$ cat src/rtl/raft_follower_progress_tracker_assert.svh
// Assertion macros used by the progress tracker core (rft_core)
`ifndef RAFT_FOLLOWER_PROGRESS_TRACKER_ASSERT_SVH
`define RAFT_FOLLOWER_PROGRESS_TRACKER_ASSERT_SVH

// Condition holds at every clock edge out of reset
`define RFT_ASSERT_ALWAYS(label, cond, msg) \
    label: assert property (@(posedge aclk) disable iff (!aresetn) (cond)) \
        else $error(msg);

// Consequent holds in the cycle after the antecedent
`define RFT_ASSERT_NEXT(label, ante, cons, msg) \
    label: assert property (@(posedge aclk) disable iff (!aresetn) (ante) |=> (cons)) \
        else $error(msg);

`endif

$ cat src/rtl/rft_pkg.sv
// Types and constants of the follower progress tracker
package rft_pkg;

    localparam int unsigned RFT_INFLIGHT_MAX_DEF = 256;
    localparam int unsigned RFT_CNT_W            = 9;
    localparam int unsigned RFT_IDX_W            = 64;
    localparam int unsigned RFT_APB_AW           = 3;
    localparam int unsigned RFT_APB_DW           = 32;

    localparam logic [RFT_CNT_W-1:0] RFT_MSG_LIMIT_RST = 9'd256;

    typedef enum logic [2:0] {
        OP_INIT             = 3'd0,
        OP_BECOME_PROBE     = 3'd1,
        OP_BECOME_REPLICATE = 3'd2,
        OP_BECOME_SNAPSHOT  = 3'd3,
        OP_ENTRIES_SENT     = 3'd4,
        OP_ACK              = 3'd5,
        OP_REJECT           = 3'd6
    } op_t;

    typedef enum logic [1:0] {
        MODE_PROBE     = 2'd0,
        MODE_REPLICATE = 2'd1,
        MODE_SNAPSHOT  = 2'd2
    } mode_t;

    // Register word index on the APB port
    typedef enum logic {
        REG_MSG_LIMIT  = 1'b0,
        REG_BYTE_LIMIT = 1'b1
    } reg_idx_t;

    typedef struct packed {
        logic [2:0]  op;
        logic [63:0] init_match;
        logic [63:0] init_next;
        logic [63:0] snapshot_index;
        logic [15:0] entry_count;
        logic [31:0] byte_count;
        logic [63:0] first_index;
        logic [63:0] acked_index;
        logic [63:0] rejected_index;
        logic [63:0] hint_index;
    } rft_in_t;

    typedef struct packed {
        logic        ok;
        mode_t       mode;
        logic [63:0] match_out;
        logic [63:0] next_out;
        logic        paused;
        logic [63:0] pending_out;
        logic [8:0]  inflight_out;
    } rft_out_t;

    typedef struct packed {
        logic [RFT_CNT_W-1:0] msg_limit;
        logic [31:0]          byte_limit;
    } rft_cfg_t;

endpackage

$ cat src/rtl/rft_apb_regs.sv
// APB configuration registers of the progress tracker
module rft_apb_regs
    import rft_pkg::*;
(
    input  logic                  aclk,
    input  logic                  aresetn,
    input  logic                  psel,
    input  logic                  penable,
    input  logic                  pwrite,
    input  logic [RFT_APB_AW-1:0] paddr,
    input  logic [RFT_APB_DW-1:0] pwdata,
    output logic [RFT_APB_DW-1:0] prdata,
    output logic                  pready,
    output rft_cfg_t              cfg
);

    logic [RFT_CNT_W-1:0] msg_limit_reg;
    logic [31:0]          byte_limit_reg;
    logic                 wr_en;
    reg_idx_t             sel;

    assign pready = 1'b1;
    assign wr_en  = psel && penable && pwrite && pready;
    assign sel    = reg_idx_t'(paddr[2]);

    always_ff @(posedge aclk) begin
        if (!aresetn) begin
            msg_limit_reg  <= RFT_MSG_LIMIT_RST;
            byte_limit_reg <= '0;
        end else if (wr_en) begin
            unique case (sel)
                REG_MSG_LIMIT:  msg_limit_reg  <= pwdata[RFT_CNT_W-1:0];
                REG_BYTE_LIMIT: byte_limit_reg <= pwdata[31:0];
                default: ;
            endcase
        end
    end

    always_comb begin
        unique case (sel)
            REG_MSG_LIMIT:  prdata = {{(RFT_APB_DW-RFT_CNT_W){1'b0}}, msg_limit_reg};
            REG_BYTE_LIMIT: prdata = byte_limit_reg;
            default:        prdata = '0;
        endcase
    end

    assign cfg.msg_limit  = msg_limit_reg;
    assign cfg.byte_limit = byte_limit_reg;

endmodule

$ cat src/rtl/rft_core.sv
// Progress state registers and the per-event update logic
`include "raft_follower_progress_tracker_assert.svh"

module rft_core
    import rft_pkg::*;
#(
    parameter int unsigned INFLIGHT_MAX = RFT_INFLIGHT_MAX_DEF
) (
    input  logic     aclk,
    input  logic     aresetn,
    input  rft_cfg_t cfg,
    input  logic     step,
    input  rft_in_t  item,
    output rft_out_t result
);

    localparam int unsigned CAP = (INFLIGHT_MAX > ((1 << RFT_CNT_W) - 1)) ?
                                  ((1 << RFT_CNT_W) - 1) : INFLIGHT_MAX;
    localparam logic [RFT_CNT_W-1:0] CAP_V = CAP[RFT_CNT_W-1:0];

    mode_t                mode_reg,    mode_next;
    logic [63:0]          match_reg,   match_next;
    logic [63:0]          next_reg,    next_next;
    logic [63:0]          pending_reg, pending_next;
    logic                 pause_reg,   pause_next;
    logic [RFT_CNT_W-1:0] count_reg,   count_next;
    logic [63:0]          bytes_reg,   bytes_next;
    logic                 ok;

    logic [RFT_CNT_W-1:0] limit;
    logic [RFT_CNT_W-1:0] count_sent;
    logic [64:0]          bytes_sum;
    logic [63:0]          bytes_sent;
    logic                 full_sent;
    logic [63:0]          match_inc;
    logic [63:0]          pend_inc;
    logic [63:0]          ack_inc;
    logic [63:0]          hint_inc;
    logic [63:0]          rej_min;

    assign limit      = (cfg.msg_limit < CAP_V) ? cfg.msg_limit : CAP_V;
    assign count_sent = (count_reg < limit) ? count_reg + 1'b1 : count_reg;
    assign bytes_sum  = {1'b0, bytes_reg} + {33'b0, item.byte_count};
    // saturate the byte total at all ones
    assign bytes_sent = bytes_sum[64] ? '1 : bytes_sum[63:0];
    assign full_sent  = (count_sent >= limit) ||
                        ((cfg.byte_limit != '0) && (bytes_sent >= {32'b0, cfg.byte_limit}));
    assign match_inc  = match_reg + 64'd1;
    assign pend_inc   = pending_reg + 64'd1;
    assign ack_inc    = item.acked_index + 64'd1;
    assign hint_inc   = item.hint_index + 64'd1;
    assign rej_min    = (item.rejected_index < hint_inc) ? item.rejected_index : hint_inc;

    always_comb begin
        mode_next    = mode_reg;
        match_next   = match_reg;
        next_next    = next_reg;
        pending_next = pending_reg;
        pause_next   = pause_reg;
        count_next   = count_reg;
        bytes_next   = bytes_reg;
        ok           = 1'b1;
        unique case (op_t'(item.op))
            OP_INIT: begin
                mode_next    = MODE_PROBE;
                match_next   = item.init_match;
                next_next    = item.init_next;
                pending_next = '0;
                pause_next   = 1'b0;
                count_next   = '0;
                bytes_next   = '0;
            end
            OP_BECOME_PROBE: begin
                mode_next    = MODE_PROBE;
                pending_next = '0;
                pause_next   = 1'b0;
                count_next   = '0;
                bytes_next   = '0;
                // leaving snapshot: skip past the pending snapshot too
                if (mode_reg == MODE_SNAPSHOT && pend_inc > match_inc) begin
                    next_next = pend_inc;
                end else begin
                    next_next = match_inc;
                end
            end
            OP_BECOME_REPLICATE: begin
                mode_next    = MODE_REPLICATE;
                next_next    = match_inc;
                pending_next = '0;
                pause_next   = 1'b0;
                count_next   = '0;
                bytes_next   = '0;
            end
            OP_BECOME_SNAPSHOT: begin
                mode_next    = MODE_SNAPSHOT;
                pending_next = item.snapshot_index;
                pause_next   = 1'b0;
                count_next   = '0;
                bytes_next   = '0;
            end
            OP_ENTRIES_SENT: begin
                if (mode_reg == MODE_REPLICATE) begin
                    if (item.entry_count != '0) begin
                        next_next  = item.first_index + {48'b0, item.entry_count};
                        count_next = count_sent;
                        bytes_next = bytes_sent;
                        pause_next = full_sent;
                    end else begin
                        pause_next = (count_reg >= limit) ||
                                     ((cfg.byte_limit != '0) &&
                                      (bytes_reg >= {32'b0, cfg.byte_limit}));
                    end
                end else if (mode_reg == MODE_PROBE) begin
                    if (item.entry_count != '0) begin
                        pause_next = 1'b1;
                    end
                end else begin
                    ok = 1'b0;
                end
            end
            OP_ACK: begin
                ok = (match_reg < item.acked_index);
                if (match_reg < item.acked_index) begin
                    match_next = item.acked_index;
                    pause_next = 1'b0;
                end
                if (ack_inc > next_reg) begin
                    next_next = ack_inc;
                end
            end
            OP_REJECT: begin
                if (mode_reg == MODE_REPLICATE) begin
                    if (item.rejected_index <= match_reg) begin
                        ok = 1'b0;
                    end else begin
                        next_next = match_inc;
                    end
                end else if ((next_reg - 64'd1) != item.rejected_index) begin
                    ok = 1'b0;
                end else begin
                    next_next  = (rej_min == '0) ? 64'd1 : rej_min;
                    pause_next = 1'b0;
                end
            end
            default: ok = 1'b0;
        endcase
    end

    always_ff @(posedge aclk) begin
        if (!aresetn) begin
            mode_reg    <= MODE_PROBE;
            match_reg   <= '0;
            next_reg    <= '0;
            pending_reg <= '0;
            pause_reg   <= 1'b0;
            count_reg   <= '0;
            bytes_reg   <= '0;
        end else if (step) begin
            mode_reg    <= mode_next;
            match_reg   <= match_next;
            next_reg    <= next_next;
            pending_reg <= pending_next;
            pause_reg   <= pause_next;
            count_reg   <= count_next;
            bytes_reg   <= bytes_next;
        end
    end

    assign result.ok           = ok;
    assign result.mode         = mode_next;
    assign result.match_out    = match_next;
    assign result.next_out     = next_next;
    assign result.paused       = (mode_next == MODE_SNAPSHOT) || pause_next;
    assign result.pending_out  = pending_next;
    assign result.inflight_out = count_next;

    `RFT_ASSERT_ALWAYS(a_count_cap, count_reg <= CAP_V, "in-flight count above cap")
    `RFT_ASSERT_ALWAYS(a_snap_window, (mode_reg != MODE_SNAPSHOT) || (count_reg == '0),
        "in-flight count nonzero in snapshot mode")
    `RFT_ASSERT_ALWAYS(a_pending_snap, (mode_reg == MODE_SNAPSHOT) || (pending_reg == '0),
        "pending index set outside snapshot mode")
    `RFT_ASSERT_NEXT(a_init_clear, step && (item.op == OP_INIT),
        (mode_reg == MODE_PROBE) && (count_reg == '0) && (bytes_reg == '0),
        "init did not clear the window")

endmodule

$ cat src/rtl/raft_follower_progress_tracker.sv
// Follower replication progress tracker: top level with input and result registers
//
// Usage: events enter on the s_ channel (valid/ready, payload s_data of type
// rft_in_t); each event yields exactly one result beat on the m_ channel
// (payload m_data of type rft_out_t) holding an ok flag and the updated state.
// Message and byte limits are written through the APB port (byte address 0
// and 4); the user must write them only while no event is in flight, as the
// block itself does not enforce this. Flow: an accepted event waits in the
// input register and is applied to the state at the edge that loads its
// result into the result register, which drives m_valid and m_data.
// Throughput: one event per cycle while m_ready keeps the result register
// draining, set by the single state-update stage between the two registers.
// Reset (aresetn low, synchronous) empties both registers, puts the tracker
// in probe mode with all indices and the window at zero, and loads the
// message limit with 256 and the byte limit with zero.
// When the receiver stalls, the result register holds its beat, one more
// event waits in the input register, and s_ready drops until m_ready returns.
module raft_follower_progress_tracker
    import rft_pkg::*;
#(
    parameter int unsigned INFLIGHT_MAX = RFT_INFLIGHT_MAX_DEF
) (
    input  logic                  aclk,
    input  logic                  aresetn,
    input  logic                  s_valid,
    output logic                  s_ready,
    input  rft_in_t               s_data,
    output logic                  m_valid,
    input  logic                  m_ready,
    output rft_out_t              m_data,
    input  logic                  psel,
    input  logic                  penable,
    input  logic                  pwrite,
    input  logic [RFT_APB_AW-1:0] paddr,
    input  logic [RFT_APB_DW-1:0] pwdata,
    output logic [RFT_APB_DW-1:0] prdata,
    output logic                  pready
);

    rft_cfg_t cfg;
    rft_out_t result;
    rft_in_t  in_data_reg;
    rft_out_t out_data_reg;
    logic     in_valid_reg,  in_valid_next;
    logic     out_valid_reg, out_valid_next;
    logic     advance;
    logic     step;
    logic     take;

    rft_apb_regs u_regs (
        .aclk    (aclk),
        .aresetn (aresetn),
        .psel    (psel),
        .penable (penable),
        .pwrite  (pwrite),
        .paddr   (paddr),
        .pwdata  (pwdata),
        .prdata  (prdata),
        .pready  (pready),
        .cfg     (cfg)
    );

    rft_core #(
        .INFLIGHT_MAX (INFLIGHT_MAX)
    ) u_core (
        .aclk    (aclk),
        .aresetn (aresetn),
        .cfg     (cfg),
        .step    (step),
        .item    (in_data_reg),
        .result  (result)
    );

    // result register free or being drained this cycle
    assign advance = !out_valid_reg || m_ready;
    assign step    = in_valid_reg && advance;
    assign s_ready = !in_valid_reg || advance;
    assign take    = s_valid && s_ready;

    assign in_valid_next  = take || (in_valid_reg && !step);
    assign out_valid_next = advance ? in_valid_reg : out_valid_reg;

    always_ff @(posedge aclk) begin
        if (!aresetn) begin
            in_valid_reg  <= 1'b0;
            out_valid_reg <= 1'b0;
        end else begin
            in_valid_reg  <= in_valid_next;
            out_valid_reg <= out_valid_next;
        end
    end

    always_ff @(posedge aclk) begin
        if (take) begin
            in_data_reg <= s_data;
        end
        if (step) begin
            out_data_reg <= result;
        end
    end

    assign m_valid = out_valid_reg;
    assign m_data  = out_data_reg;

endmodule

$ cat config.mk
export PLATFORM = sky130hd
export DESIGN_NAME = raft_follower_progress_tracker
export DESIGN_NICKNAME = d
export VERILOG_FILES = /design/src/rtl/rft_pkg.sv /design/src/rtl/rft_apb_regs.sv /design/src/rtl/rft_core.sv /design/src/rtl/raft_follower_progress_tracker.sv
export VERILOG_INCLUDE_DIRS = /design/src /design/src/rtl
export SDC_FILE = /design/constraint.sdc
export NUM_CORES = 2
export LEC_CHECK = 0
export BUFFER_PORTS_ARGS = -buffer_cell sky130_fd_sc_hd__buf_4
export CORE_MARGIN = 5
export CORE_UTILIZATION = 47
export CTS_BUF_LIST = sky130_fd_sc_hd__clkbuf_16
export DETAILED_ROUTE_END_ITERATION = 16
export PLACE_DENSITY = 0.72
export RECOVER_POWER = 50
export SYNTH_ARGS = -nofsm -noshare
export SYNTH_HDL_FRONTEND = slang
export SYNTH_HIERARCHICAL = 1
export SYNTH_SLANG_ARGS = --single-unit
$ cat constraint.sdc
create_clock -name aclk -period 53 [get_ports aclk]
set_input_delay 7.95 -clock aclk [delete_from_list [all_inputs] [get_ports aclk]]
set_output_delay 7.95 -clock aclk [all_outputs]
set_load 0.03 [all_outputs]
==> metrics.cfg <==
[yosys]
yosys.area.top_type=edfxtp_1
syn_nets=7878
synth_top_area_share_pct=32.8
synth_cells=6881
ys_types=96
synthArstFlopShare_pct=0
ys_seq_elements=1015
ys.flop_type=edfxtp_1
syn_area_sq_um=64400
synth_edf_count=704
synth_area_leaders=edfxtp_1, dfxtp_1, ha_1
yosysSeqAreaShare_pct=42.5
avgSynthCellArea_sq_um=9.36
ys_warn_count=6

[routing]
via_count=60700
wl_per_cell_um=30.5
drt_drc_violations_left=0
drt.antenna.violating_nets=0
viasPerCell=6.48
dr.pass1.iters=9
wirelength_um=286000
first_iter_violations=7348

[timing]
rsz0062_at_grt=false
fin_crit_ps=17580
relSlewSlack_pct=-495
finalSetupViolCount=0
worst_slew_pin_slew_ps=8920
fin_setup_tns_ps=0
clock_skew_ps=29.6
fmax_mhz=56.9
period_share_pct=33.2
postLayoutSetupSlackWorst_ps=35420
hold_viol=0
slew_viol_final=711

[layout]
drive_above_1_share_pct=13.5
area_growth_pct=16.3
nets=8488
fin_cells=9376
stdcell_area_sq_um=74900
largest_reg_flops=499
fillers=12400

[placement]
place.port_buffers=777
hpwl_um=222000
finalWeightedCongestion=1.02
place_ws_ps=36190
postPlaceCellArea_sq_um=72000
place_inst=9160

[clock_tree]
cts.sinks=1015
cts_made_buffers=110
clock-root-buffer=clkbuf_16
htree_levels=3
clkTransAtPathRegs_ps=60
hold_buffers=0
clk_path_buf_depth=3
clkLatencyLatePin_ps=750
cts.repair.resized=0
cts_tree=done
post_cts_buffers=0

[status]
status=finished with violations
failed_checks=capacitance limit, slew limit

[power]
power_leakage_uw=0.0282
internal_power_uw=1470
vdd_ir_drop_max_mv=0.0290
p_clk_share_pct=37.6
p_total_uw=2110
pwr_density_cell_nw_per_um2=28.2
p_sw_share_pct=30.2
pwr-share-seq_pct=44.5
comb_power_share_pct=17.8
p_switching_uw=637

[global_route]
track_usage_pct=37.7
grt_pass1_vias=56900
grt_pass1_wl_um=402000
grt_max_degree=157
overflow=0
antenna_found_initial=18

[critical_path]
crit_required_ps=45050
crit_path_max_fanout=34
crit_type=primary input to output port
crit_path_start_kind=primary input
reg2regPathDepth=19
r2r-end=m_data[101]
reg2reg_from=u_core/match_reg[14]
cp.arrival_ps=9630
ff2ff_setup_slack_ps=40390
crit_path_end_kind=output port

[hold_path]
min_from=u_regs/msg_limit_reg[1]
hp-class=register to register
min_to=u_regs/msg_limit_reg[1]
min_delay_path_depth=2

[floorplan]
die-area_sq_um=145000
start_util_pct=47.4
row_count=135
ios=781
die_w_um=380
chipHeight_um=380
core_area_sq_um=136000

[flow_run]
maxCapViolCount=11

[worst max-delay path, cell delays in order]
cell and delay [ps]:
clkbuf_1 1030, mux2_2 470, buf_4 180
[metal layers]
metal	track usage [%]	part of all wire [%]	wire, um
met1	47.0	38	109000
met2	58.6	44	125000
met3	9.65	10	29400
met4	23.6	7.8	22400
met5	0	0.0045	13
[per-stage QoR]
stage	hold WS, ps	util (%)
floorplan	444	-
global route	517	55.2
global placement	458	53.0
detailed placement	477	53.0
finish	483	55.2
CTS	487	55.7
[power groups by stage]
| stage | combinational (uW) | sequential (uW) | clock, uW |
|---|---|---|---|
| after floorplan | 206 | 965 | 0 |
| after global placement | 365 | 954 | 0 |
| after detailed placement | 368 | 954 | 0 |
| after CTS | 370 | 938 | 806 |
| after global routing | 397 | 941 | 839 |
| final | 377 | 940 | 795 |
[synth_stat cells, types with 58 or more instances]
cell type,number
nor4_1,131
o21ai_0,362
inv_1,307
xor2_1,129
a22oi_1,111
o211ai_1,89
edfxtp_1,704
dfxtp_1,311
nor3_1,156
nand2_1,758
o31ai_1,93
a21oi_1,513
ha_1,454
mux2i_1,148
nand4_1,216
clkbuf_1,358
a221oi_1,72
a211oi_1,61
and2_1,58
xnor2_1,311
nand3_1,234
and3_1,68
nor2_1,441
[cell type report]
class	instances	area, sq um	area share [%]
Multi-Input combinational cell	5139	34300	45.8
Sequential cell	1015	27400	36.5
Timing Repair Buffer	917	6140	8.20
Clock buffer	113	2830	3.77
Tap cell	1781	2230	2.97
Inverter	308	1160	1.55
Clock inverter	95	868	1.16
Antenna cell	8	20.0	0.0267
[cell usage in the layout, fill, tap and decap left out, types with 93 or more instances in the layout]
master     instances
nand2_1          758
edfxtp_1         704
a21oi_1          512
ha_1             454
nor2_1           435
clkbuf_4         424
o21ai_0          362
inv_1            329
dfxtp_1          311
xnor2_1          311
buf_4            291
nand3_1          234
nand4_1          216
clkbuf_1         201
nor3_1           153
mux2i_1          148
xor2_1           129
nor4_1           127
clkbuf_16        113
a22oi_1          111
o31ai_1           93
[worst max path at each step]
stage | slack, ps | start | endpoint | cells after the start
6_report | 35420 | paddr[2] | prdata[1] | 3
5_1_grt | 35280 | paddr[2] | prdata[1] | 3
4_1_cts | 36190 | paddr[2] | prdata[1] | 3
3_5_place_dp | 36190 | paddr[2] | prdata[1] | 3
3_3_place_gp | 36220 | paddr[2] | prdata[1] | 3
2_1_floorplan | 19570 | m_ready | in_data_reg[0] | 2
[cells by family after synthesis]
family	count (synthesis)	synth area share, %
AOI/OAI and AO/OA	1753	17.9
buffers and inverters	727	4.45
other	1	0.00582
DFF	1015	42.5
xor gates and xnor gates	440	5.98
and+or+nand+nor	2315	17.6
adders and majority gates	456	8.88
muxes	174	2.75
(Power assumes the default switching activity.)
